$ cat src/nnc_pkg.sv
package nnc_pkg;

  // Fixed field widths
  localparam int unsigned OP_W       = 2;
  localparam int unsigned COORD_W    = 16;
  localparam int unsigned PIX_W      = 8;
  localparam int unsigned CFG_IDX_W  = 3;
  localparam int unsigned CFG_DATA_W = 10;
  localparam int unsigned ORG_W      = 10;

  // Arithmetic widths, sized for frame dimensions up to 4096
  localparam int unsigned EXT_W = 13;                 // extents and frame sizes
  localparam int unsigned DVS_W = EXT_W + 1;          // divisor, up to 2*frame size
  localparam int unsigned DVD_W = COORD_W + EXT_W;    // dividend from one 16x13 product

  // Operation codes
  localparam logic [OP_W-1:0] OP_STORE  = 2'd0;
  localparam logic [OP_W-1:0] OP_FETCH  = 2'd1;
  localparam logic [OP_W-1:0] OP_TO_SRC = 2'd2;
  localparam logic [OP_W-1:0] OP_TO_DST = 2'd3;

  // Configuration register indexes
  localparam logic [CFG_IDX_W-1:0] REG_ZOOM_ACTIVE = 3'd0;
  localparam logic [CFG_IDX_W-1:0] REG_CROP_LEFT   = 3'd1;
  localparam logic [CFG_IDX_W-1:0] REG_CROP_TOP    = 3'd2;
  localparam logic [CFG_IDX_W-1:0] REG_CROP_WIDTH  = 3'd3;
  localparam logic [CFG_IDX_W-1:0] REG_CROP_HEIGHT = 3'd4;

  // Register reset values
  localparam logic [9:0] CROP_WIDTH_RST  = 10'd640;
  localparam logic [8:0] CROP_HEIGHT_RST = 9'd480;

  // Sequencer states
  typedef enum logic [5:0] {
    S_IDLE = 6'b000001,
    S_LOAD = 6'b000010,
    S_DIV  = 6'b000100,
    S_FIN  = 6'b001000,
    S_MEM  = 6'b010000,
    S_RSP  = 6'b100000
  } state_e;

  // Divider lane control
  typedef struct packed {
    logic start;
    logic done;
  } div_ctl_t;

endpackage

$ cat src/nnc_div.sv
module nnc_div import nnc_pkg::*; #(
  parameter int unsigned DIVIDEND_W = 29,
  parameter int unsigned DIVISOR_W  = 14
) (
  input  logic                  clk_i,
  input  logic                  rst_ni,
  input  logic                  start_i,
  input  logic [DIVIDEND_W-1:0] dividend_i,
  input  logic [DIVISOR_W-1:0]  divisor_i,
  output logic                  done_o,
  output logic [DIVIDEND_W-1:0] quotient_o
);

  localparam int unsigned CNT_W = $clog2(DIVIDEND_W);

  logic                  run_q, done_q;
  logic [CNT_W-1:0]      cnt_q;
  logic [DIVISOR_W-1:0]  rem_q, rem_d;
  logic [DIVIDEND_W-1:0] quo_q, quo_d;
  logic [DIVISOR_W-1:0]  dvs_q;
  logic [DIVISOR_W:0]    shifted, diff;
  logic                  ge;

  // one restoring step: bring down next dividend bit, subtract if it fits
  always_comb begin
    shifted = {rem_q, quo_q[DIVIDEND_W-1]};
    ge      = shifted >= {1'b0, dvs_q};
    diff    = shifted - {1'b0, dvs_q};
    rem_d   = ge ? diff[DIVISOR_W-1:0] : shifted[DIVISOR_W-1:0];
    quo_d   = {quo_q[DIVIDEND_W-2:0], ge};
  end

  // step control
  always_ff @(posedge clk_i or negedge rst_ni) begin
    if (!rst_ni) begin
      run_q  <= 1'b0;
      done_q <= 1'b0;
      cnt_q  <= '0;
    end else begin
      done_q <= 1'b0;
      if (start_i) begin
        run_q <= 1'b1;
        cnt_q <= '0;
      end else if (run_q) begin
        cnt_q <= cnt_q + 1'b1;
        if (cnt_q == CNT_W'(DIVIDEND_W - 1)) begin
          run_q  <= 1'b0;
          done_q <= 1'b1;
        end
      end
    end
  end

  // datapath
  always_ff @(posedge clk_i) begin
    if (start_i) begin
      rem_q <= '0;
      quo_q <= dividend_i;
      dvs_q <= divisor_i;
    end else if (run_q) begin
      rem_q <= rem_d;
      quo_q <= quo_d;
    end
  end

  assign done_o     = done_q;
  assign quotient_o = quo_q;

endmodule
$ cat config.mk
export PLATFORM = sky130hd
export DESIGN_NAME = nnc_div
export DESIGN_NICKNAME = d
export VERILOG_FILES = /design/src/nnc_pkg.sv /design/src/nnc_div.sv
export SDC_FILE = /design/constraint.sdc
export NUM_CORES = 1
export LEC_CHECK = 0
export BUFFER_PORTS_ARGS = -buffer_cell sky130_fd_sc_hd__buf_2
export CORE_MARGIN = 2
export CORE_UTILIZATION = 24
export CTS_CLUSTER_DIAMETER = 120
export CTS_CLUSTER_SIZE = 24
export DETAILED_ROUTE_END_ITERATION = 6
export MAX_ROUTING_LAYER = met4
export SYNTH_ARGS = -nofsm -noshare
export SYNTH_HDL_FRONTEND = slang
export SYNTH_SLANG_ARGS = --single-unit
export TNS_END_PERCENT = 100
$ cat constraint.sdc
create_clock -name clk_i -period 4.8 [get_ports clk_i]
set_input_delay 0.24 -clock clk_i [delete_from_list [all_inputs] [get_ports clk_i]]
set_output_delay 0.24 -clock clk_i [all_outputs]
set_load 0.05 [all_outputs]
==> results of run 1 <==
[layout by cell type, fill, tap and decap left out, types with 3 or more instances in the layout]
master and count:
o21ai_0 4, or3b_2 3, a211oi_1 13, dfxtp_1 14
clkbuf_16 9, nor3_1 3, and3_1 3, mux2i_1 13
dfrtp_1 7, a21oi_1 5, clkbuf_1 3, a21o_1 5
buf_2 75, inv_1 18, o21a_1 3, mux2_2 28
nand2_1 6, edfxtp_1 43, ha_1 17, nor2_1 27
xnor2_1 8, nand4_1 6, xor2_1 7
[layout make-up]
| cell class | instances | share of cell area |
|---|---|---|
| clock buffer | 12 | 0.05671 |
| clock inverter | 4 | 0.01110 |
| inverter | 18 | 0.01620 |
| multi-input combinational | 178 | 0.3471 |
| sequential | 64 | 0.4188 |
| tap | 180 | 0.05401 |
| timing repair buffer | 78 | 0.09601 |
[per-stage QoR]
stage / util / power [mW]
floorplan: - / 1.486
global placement: 0.2826 / 1.587
detailed placement: 0.2826 / 1.606
CTS: 0.3040 / 2.242
global route: 0.3040 / 2.360
finish: 0.3040 / 2.218
[worst reg2reg max path: cells and delay by family (launching register included)]
| kind | cells | cell delay [ps] |
|---|---|---|
| AOI/OAI and AO/OA | 4 | 920 |
| adders and majority gates | 1 | 250 |
| buffers and inverters | 1 | 100 |
| DFF | 1 | 370 |
| muxes | 1 | 170 |
| and+or+nand+nor | 2 | 920 |
[final timing paths]
| path | from | end | slack [ps] | depth (start not counted) |
|---|---|---|---|---|
| max | dvs_q[1]$_DFFE_PP_ | rem_q[5]$_SDFFE_PP0P_ | 1990 | 9 |
| min | divisor_i[11] | dvs_q[11]$_DFFE_PP_ | 90 | 1 |
| max reg2reg | dvs_q[1]$_DFFE_PP_ | rem_q[5]$_SDFFE_PP0P_ | 1990 | 9 |
| min reg2reg | rem_q[13]$_SDFFE_PP0P_ | rem_q[13]$_SDFFE_PP0P_ | 500 | 2 |
| max in group asynchronous | rst_ni | cnt_q[0]$_DFFE_PN0P_ | 4350 | 2 |
| min in group asynchronous | rst_ni | done_o$_DFF_PN0_ | 290 | 2 |
[metal layers]
metal	track usage	up-vias	part of all wire	wire length [um]
li1	-	1157	-	-
met4	0.03807	0	0.013	87
met5	-	-	0	0
met3	0.03230	12	0.042	277
met2	0.1491	38	0.50	3291
met1	0.1111	1092	0.45	2943
[power by group through the flow]
stage	combinational (mW)	clock, mW	sequential [mW]
finish	0.829	0.623	0.766
global route	0.915	0.664	0.780
CTS	0.833	0.641	0.768
detailed placement	0.830	0	0.776
global placement	0.812	0	0.776
floorplan	0.611	0	0.875
[logic make-up after synthesis]
kind of cell    share of synthesized area
simple gates                      0.09053
buf+inv                           0.04095
mux                                0.1337
compound gates                     0.1011
flops                              0.5244
fa+ha+maj                         0.06987
xor+xnor                          0.03945
[repair_timing]
action | CTS | global route
resized for setup | 0 | 0
hold buffers | 1 | 0
hold endpoints to repair | 7 | 0
[registers in the layout, indices dropped and copies added, names as in the netlist]
name and flops:
quotient_o 29, done_o 1, run_q 1, cnt_q 5, dvs_q 14, rem_q 14
==> flow_metrics.env, run 1 <==
export IMPL_synth_area_leaders="edfxtp_1 (39%), mux2_2 (9.5%), dfxtp_1 (8.4%)"
export IMPL_synth_common_cells="edfxtp_1 (43), mux2_2 (28), nor2_1 (27)"
export IMPL_grt_max_degree=53
export IMPL_cts_setup_buffers=0
export IMPL_post_synth_top_count_cell="edfxtp_1"
export IMPL_setup_slack_ps=1989
export IMPL_rsz0062_at_grt="false"
export IMPL_dp_hpwl_mm=4.752
export IMPL_grt_pass1_wl_mm=10.61
export IMPL_first_iter_violations=151
export IMPL_seqCellArea_mm2=0.001747
export IMPL_cts_max_path_buffers=2
export IMPL_synth_cell_area_mm2=0.003331
export IMPL_finalSetupViolations=0
export IMPL_antenna_found_initial=0
export IMPL_cp_cell_sequence="inv_1 > ha_1 > nor2b_4 > o2111ai_1 > a21oi_2 > o2111ai_2 > and3_1 > mux2i_1 > a211oi_1"
export IMPL_ant_nets=0
export IMPL_p_switching_mw=0.7625
export IMPL_vias=2299
export IMPL_syn_num_nets=336
export IMPL_path_buf_inv=1
export IMPL_grt_overflow=0
export IMPL_grt_use_total=0.09467
export IMPL_yosysWarnings=0
export IMPL_clockPowerShare=0.281
export IMPL_viasPerCell=4.305
export IMPL_area_delta_synth_final_pct=25.21
export IMPL_core_area_mm2=0.01372
export IMPL_relSlewSlack=0.3997
export IMPL_pwr_share_seq=0.345
export IMPL_ys_ff_latch=64
export IMPL_drive_gt1_frac=0.3588
export IMPL_fin_skew_ps=4.566
export IMPL_layout_cells_non_filler=534
export IMPL_wirelength_mm=6.600
export IMPL_worstPathMaxFanout=17
export IMPL_cts_htree_levels=3
export IMPL_setup_tns_ps=0
export IMPL_fin_crit_ps=2811
export IMPL_holdWs_ps=88.29
export IMPL_insertion_delay_ps=320
export IMPL_drc=0
export IMPL_irDropWorstVdd_mv=0.2381
export IMPL_critical_path_max_stage_delay_ps=780
export IMPL_cts_root_buf="clkbuf_16"
export IMPL_p_comb_frac=0.374
export IMPL_io_buffers=75
export IMPL_synth_top_area_cell="edfxtp_1"
export IMPL_dieArea_mm2=0.01484
export IMPL_die_w_um=121.8
export IMPL_crit_required_ps=5030
export IMPL_std_cell_rows=43
export IMPL_run_status="finished clean"
export IMPL_grt_pass1_vias=2272
export IMPL_clock_sinks=64
export IMPL_finalCritPeriodShare=0.5857
export IMPL_cellInternalPower_mw=1.456
export IMPL_ios=76
export IMPL_synth_seq_area_share=0.5244
export IMPL_antenna_cells=0
export IMPL_min_path_type="primary input to register"
export IMPL_synthArstFlopShare=0.1094
export IMPL_gp_congestion=0.8437
export IMPL_synth_top_area_frac=0.3877
export IMPL_fillers=1423
export IMPL_clock_fmax_mhz=355.7
export IMPL_multi_input_area_mm2=0.001448
export IMPL_crit_family="simple AND/OR/NAND/NOR gates"
export IMPL_worstSetupEndpointType="register"
export IMPL_powerDensity_mw_per_mm2=531.9
export IMPL_wl_per_cell_um=12.36
export IMPL_switching_share=0.3438
export IMPL_start_util=0.2428
export IMPL_cts_made_buffers=9
export IMPL_slew_violations=0
export IMPL_post_route_cell_area_mm2=0.004170
export IMPL_finalHoldViolCount=0
export IMPL_synth_ff_type="edfxtp_1"
export IMPL_synth_edf_count=43
export IMPL_cts_tree="built"
export IMPL_critPathArrivalTime_ps=3040
export IMPL_layout_nets=413
export IMPL_clkTransAtPathRegs_ps=50
export IMPL_syn_inst=272
export IMPL_synth_area_per_cell_um2=12.25
export IMPL_dp_cells=517
export IMPL_die_y_um=121.8
export IMPL_dr_pass1_iters=4
export IMPL_power_leakage_nw=1.846
export IMPL_synth_cell_types=44
export IMPL_pre_cts_slack_ps=1964
export IMPL_cp_slowest_cell="and3_1"
export IMPL_drv_cap=0
export IMPL_tightest_slew_ps=900.5
export IMPL_placed_area_mm2=0.003877
export IMPL_critPathLaunchType="register"
export IMPL_worstSetupPathType="register to register"
No activity file was read; power rests on OpenSTA's default activity.
==> run 2: changes to the inputs <==
Clock period 4.8 ns to 2.85 ns, I/O delays scaled along.
==> run 2 against run 1 <==
  * First-iteration DRC count is 25% lower
  * Non-clock buffer count grew 16
  * Cell area grew 4.5%
  * Wire length increased by 0.95%
  * Critical path type unchanged
  * Critical endpoint is now rem_q[8]$_SDFFE_PP0P_
==> flow_metrics.env, run 2 (same netlist as run 1, synthesis figures left out) <==
export IMPL_std_cell_rows=43
export IMPL_drc=0
export IMPL_cts_htree_levels=3
export IMPL_dp_hpwl_mm=4.632
export IMPL_critPathLaunch="quotient_o[28]$_DFFE_PP_"
export IMPL_grt_max_degree=46
export IMPL_wirelength_mm=6.663
export IMPL_start_util=0.2428
export IMPL_viasPerCell=4.276
export IMPL_wl_per_cell_um=12.11
export IMPL_pre_cts_slack_ps=209.1
export IMPL_clkTransAtPathRegs_ps=60
export IMPL_largest_register_ffs=29
export IMPL_min_path_type="primary input to register"
export IMPL_insertion_delay_ps=330
export IMPL_grt_use_total=0.09757
export IMPL_grt_overflow=0
export IMPL_setup_tns_ps=0
export IMPL_layout_nets=429
export IMPL_cts_root_buf="clkbuf_16"
export IMPL_fin_crit_ps=2615
export IMPL_timing_rr_start="quotient_o[28]$_DFFE_PP_"
export IMPL_clock_fmax_mhz=382.3
export IMPL_min_delay_start="dividend_i[24]"
export IMPL_cts_setup_buffers=0
export IMPL_placed_area_mm2=0.003905
export IMPL_rsz0062_at_grt="false"
export IMPL_vias=2352
export IMPL_rr_worst_depth=11
export IMPL_core_area_mm2=0.01372
export IMPL_dieArea_mm2=0.01484
export IMPL_irDropWorstVdd_mv=0.4566
export IMPL_finalSetupViolations=0
export IMPL_ff2ff_setup_slack_ps=230
export IMPL_area_delta_synth_final_pct=30.88
export IMPL_ant_nets=0
export IMPL_gp_congestion=0.8309
export IMPL_final_common_cell="buf_2"
export IMPL_dr_pass1_iters=4
export IMPL_slew_violations=0
export IMPL_die_w_um=121.8
export IMPL_cts_max_path_buffers=2
export IMPL_antenna_cells=0
export IMPL_critPathLaunchType="register"
export IMPL_die_y_um=121.8
export IMPL_finalCritPeriodShare=0.9177
export IMPL_first_iter_violations=114
export IMPL_drive_gt1_frac=0.3595
export IMPL_final_cell_mix="buf_2 (75), edfxtp_1 (43), mux2_2 (28)"
export IMPL_hold_path_end="quotient_o[24]$_DFFE_PP_"
export IMPL_layout_cells_non_filler=550
export IMPL_r2r_end="rem_q[8]$_SDFFE_PP0P_"
export IMPL_finalHoldViolCount=0
export IMPL_worstPathMaxFanout=3
export IMPL_drv_cap=0
export IMPL_setup_slack_ps=234.5
export IMPL_fin_skew_ps=7.863
export IMPL_power_leakage_nw=1.923
export IMPL_tightest_slew_ps=693.4
export IMPL_worstSetupEndpointType="register"
export IMPL_post_route_cell_area_mm2=0.004359
export IMPL_final_core_util=0.3177
export IMPL_worstSetupPathType="register to register"
export IMPL_io_buffers=75
export IMPL_crit_required_ps=3090
export IMPL_hold_depth=2
export IMPL_clock_sinks=64
export IMPL_antenna_found_initial=0
export IMPL_dp_cells=519
export IMPL_grt_pass1_wl_mm=10.83
export IMPL_grt_pass1_vias=2302
export IMPL_cts_tree="built"
export IMPL_powerDensity_mw_per_mm2=878.8
export IMPL_relSlewSlack=0.5377
export IMPL_run_status="finished clean"
export IMPL_critPathArrivalTime_ps=2860
export IMPL_ios=76
export IMPL_cts_made_buffers=9
==> run 2: cell types whose count changed in the layout (fill, tap and decap cells not counted), sizes merged <==
cell         before  now
clkbuf           12    9
buf              77   79
clkinvlp          1    2
clkinv            2    3
inv              18   19
dlygate4sd3       1   15
==> run 2: how the worst max path moves through the flow <==
stage / depth (start not counted) / end / slack (ps)
after floorplan: 11 / rem_q[8]$_SDFFE_PP0P_ / 270
after global placement: 11 / rem_q[8]$_SDFFE_PP0P_ / 370
after detailed placement: 11 / rem_q[8]$_SDFFE_PP0P_ / 210
after CTS: 11 / rem_q[8]$_SDFFE_PP0P_ / 190
after global routing: 11 / rem_q[8]$_SDFFE_PP0P_ / 60
final: 11 / rem_q[8]$_SDFFE_PP0P_ / 230
==> run 2: metal layers <==
| metal | track usage | up-vias | share of wire |
|---|---|---|---|
| met3 | 0.03558 | 11 | 0.042 |
| li1 | - | 1195 | - |
| met5 | - | - | 0 |
| met1 | 0.1177 | 1105 | 0.46 |
| met4 | 0.04670 | 0 | 0.017 |
| met2 | 0.1446 | 41 | 0.48 |
==> run 2: report_power, final <==
group          internal [mW]  leakage, nW  switching (mW)
sequential              1.17        0.650           0.110
combinational          0.648         1.13           0.806
clock                  0.676        0.139           0.416
total                   2.50         1.92            1.33
==> run 2: per-stage QoR <==
| step | total power, mW | hold slack (ps) |
|---|---|---|
| 4_1_cts | 3.871 | 89.73 |
| 3_3_place_gp | 2.710 | -10.98 |
| 3_5_place_dp | 2.730 | -9.866 |
| 6_report | 3.831 | 107.6 |
| 2_1_floorplan | 2.503 | -153.1 |
| 5_1_grt | 4.082 | 96.73 |
==> run 2: area by class of cell <==
| class | count | area, um2 |
|---|---|---|
| Timing Repair Buffer | 94 | 568.0 |
| Tap cell | 180 | 225.2 |
| Fill cell | 1396 | 9360 |
| Clock buffer | 9 | 225.2 |
| Multi-Input combinational cell | 178 | 1455 |
| Inverter | 18 | 67.56 |
| Clock inverter | 7 | 71.32 |
| Sequential cell | 64 | 1747 |
==> run 2: timing repair <==
item / in CTS / in global routing
hold endpoints to repair: 21 / 0
hold buffers: 15 / 0
resized for setup: 0 / 1
endpoints found under the setup margin: 0 / 3
==> run 2: worst max-delay path, cell delays in order (launching register included) <==
cell and delay [ps]:
edfxtp_1 420, inv_1 100, ha_1 140, inv_1 40, fa_1 420, a211oi_1 330, nor2_1 160, a41oi_2 280
nor2b_1 190, xnor2_1 130, mux2i_1 80, a211oi_1 230
==> run 3: changes to the inputs <==
Settings changed: RECOVER_POWER from default to 50.
==> run 3 against run 2 <==
  * Clock-buffer cell count did not move
  * Maximum frequency fell by 0.29%
  * Clock power barely moved
  * Total power fell by 0.39%
  * Hold slack got worse by 0.94 ps
  * Sequential power barely moved
  * Sequential share of layout area rose by 0.51 points
==> flow_metrics.env, run 3 (same netlist as run 1, synthesis figures left out) <==
export IMPL_min_delay_start="dividend_i[24]"
export IMPL_cts_htree_levels=3
export IMPL_holdWs_ps=106.7
export IMPL_first_iter_violations=96
export IMPL_fillers=1410
export IMPL_drive_gt1_frac=0.2730
export IMPL_min_path_type="primary input to register"
export IMPL_clkTransAtPathRegs_ps=60
export IMPL_grt_use_met1=0.1177
export IMPL_grt_max_degree=46
export IMPL_powerDensity_mw_per_mm2=886.5
export IMPL_drc=0
export IMPL_worstSetupEndpointType="register"
export IMPL_dp_hpwl_mm=4.632
export IMPL_grt_use_total=0.09757
export IMPL_antenna_found_initial=0
export IMPL_rr_worst_depth=11
export IMPL_finalCritPeriodShare=0.9204
export IMPL_relSlewSlack=0.1867
export IMPL_slew_violations=0
export IMPL_ff2ff_setup_slack_ps=230
export IMPL_irDropWorstVdd_mv=0.4566
export IMPL_std_cell_rows=43
export IMPL_gr_usage_met3=0.03558
export IMPL_final_cell_mix="edfxtp_1 (43), buf_2 (43), clkbuf_1 (32)"
export IMPL_dr_pass1_iters=4
export IMPL_power_mw=3.816
export IMPL_gp_congestion=0.8309
export IMPL_cts_tree="built"
export IMPL_start_util=0.2428
export IMPL_timing_rr_start="quotient_o[28]$_DFFE_PP_"
export IMPL_insertion_delay_ps=330
export IMPL_ant_nets=0
export IMPL_area_delta_synth_final_pct=29.23
export IMPL_core_area_mm2=0.01372
export IMPL_critPathArrivalTime_ps=2860
export IMPL_die_y_um=121.8
export IMPL_finalHoldViolCount=0
export IMPL_viasPerCell=4.256
export IMPL_grt_pass1_vias=2302
export IMPL_tightest_slew_ps=1220
export IMPL_crit_required_ps=3080
export IMPL_layout_nets=429
export IMPL_clock_fmax_mhz=381.2
export IMPL_wirelength_mm=6.682
export IMPL_wl_per_cell_um=12.15
export IMPL_cts_made_buffers=9
export IMPL_fin_skew_ps=7.530
export IMPL_worstSetupPathType="register to register"
export IMPL_endpoint="rem_q[8]$_SDFFE_PP0P_"
export IMPL_cts_root_buf="clkbuf_16"
export IMPL_drv_cap=0
export IMPL_hold_depth=2
export IMPL_worstPathMaxFanout=3
export IMPL_critPathLaunchType="register"
export IMPL_die_w_um=121.8
export IMPL_io_buffers=75
export IMPL_grt_overflow=0
export IMPL_clock_sinks=64
export IMPL_dieArea_mm2=0.01484
export IMPL_cts_max_path_buffers=2
export IMPL_critPathLaunch="quotient_o[28]$_DFFE_PP_"
export IMPL_finalSetupViolations=0
export IMPL_vias=2341
export IMPL_ios=76
export IMPL_largest_register_ffs=29
export IMPL_grtUsageMet2=0.1446
export IMPL_run_status="finished clean"
export IMPL_r2r_end="rem_q[8]$_SDFFE_PP0P_"
export IMPL_rsz0062_at_grt="false"
export IMPL_grt_busiest_layer="met2"
export IMPL_fin_crit_ps=2623
export IMPL_grt_pass1_wl_mm=10.83
export IMPL_antenna_cells=0
export IMPL_setup_tns_ps=0
export IMPL_power_leakage_nw=1.826
==> run 3: cell count changes in the layout (fill, tap and decap cells not counted) <==
| cell | previous run | this run |
|---|---|---|
| clkbuf_2 | 0 | 1 |
| clkbuf_1 | 0 | 32 |
| buf_2 | 75 | 43 |
| buf_12 | 1 | 0 |
==> run 3: power breakdown <==
| group | internal [mW] | leakage, nW | switching (mW) |
|---|---|---|---|
| Clock | 0.676 | 0.139 | 0.417 |
| Sequential | 1.18 | 0.650 | 0.112 |
| Combinational | 0.631 | 1.04 | 0.805 |
| Total | 2.48 | 1.83 | 1.33 |
==> run 3: worst max-delay path: stages, from the launching register on <==
cell      delay (ps)
edfxtp_1         420
inv_1            100
ha_1             140
inv_1             40
fa_1             420
a211oi_1         330
nor2_1           160
a41oi_2          280
nor2b_1          190
xnor2_1          130
mux2i_1           80
a211oi_1         230
==> run 3: layout make-up <==
type	instances	area, um2	area share
Sequential cell	64	1747	0.4058
Multi-Input combinational cell	178	1455	0.3381
Timing Repair Buffer	94	513.0	0.1192
Clock buffer	9	225.2	0.05233
Tap cell	180	225.2	0.05233
Clock inverter	7	71.32	0.01657
Inverter	18	67.56	0.01570
==> run 3: worst min-delay path by stage <==
stage | slack, ps | to
floorplan | -150 | cnt_q[0]$_DFFE_PN0P_
global route | 100 | quotient_o[24]$_DFFE_PP_
detailed placement | -10 | cnt_q[0]$_DFFE_PN0P_
finish | 110 | quotient_o[24]$_DFFE_PP_
CTS | 90 | quotient_o[24]$_DFFE_PP_
global placement | -10 | done_o$_DFF_PN0_
==> run 3: metrics by stage <==
| step | setup WS [ps] | cells | utilization | cell area [um2] |
|---|---|---|---|---|
| CTS | 190.4 | 550 | 0.3172 | 4352 |
| finish | 226.9 | 550 | 0.3137 | 4304 |
| detailed placement | 209.1 | 519 | 0.2846 | 3905 |
| floorplan | 271.8 | 272 | - | 3331 |
| global route | 44.65 | 550 | 0.3137 | 4304 |
| global placement | 366.9 | 519 | 0.2846 | 3905 |
==> run 3: repair_timing <==
item	in CTS	in global routing
hold endpoints to repair	21	0
hold buffers	15	0
endpoints found under the setup margin	0	3
setup buffers	0	0
resized for setup	0	1
==> run 3: metal layers <==
layer,share of wire,wire [um]
met4,0.021,139
met1,0.47,3113
met2,0.47,3145
met5,0,0
met3,0.042,283
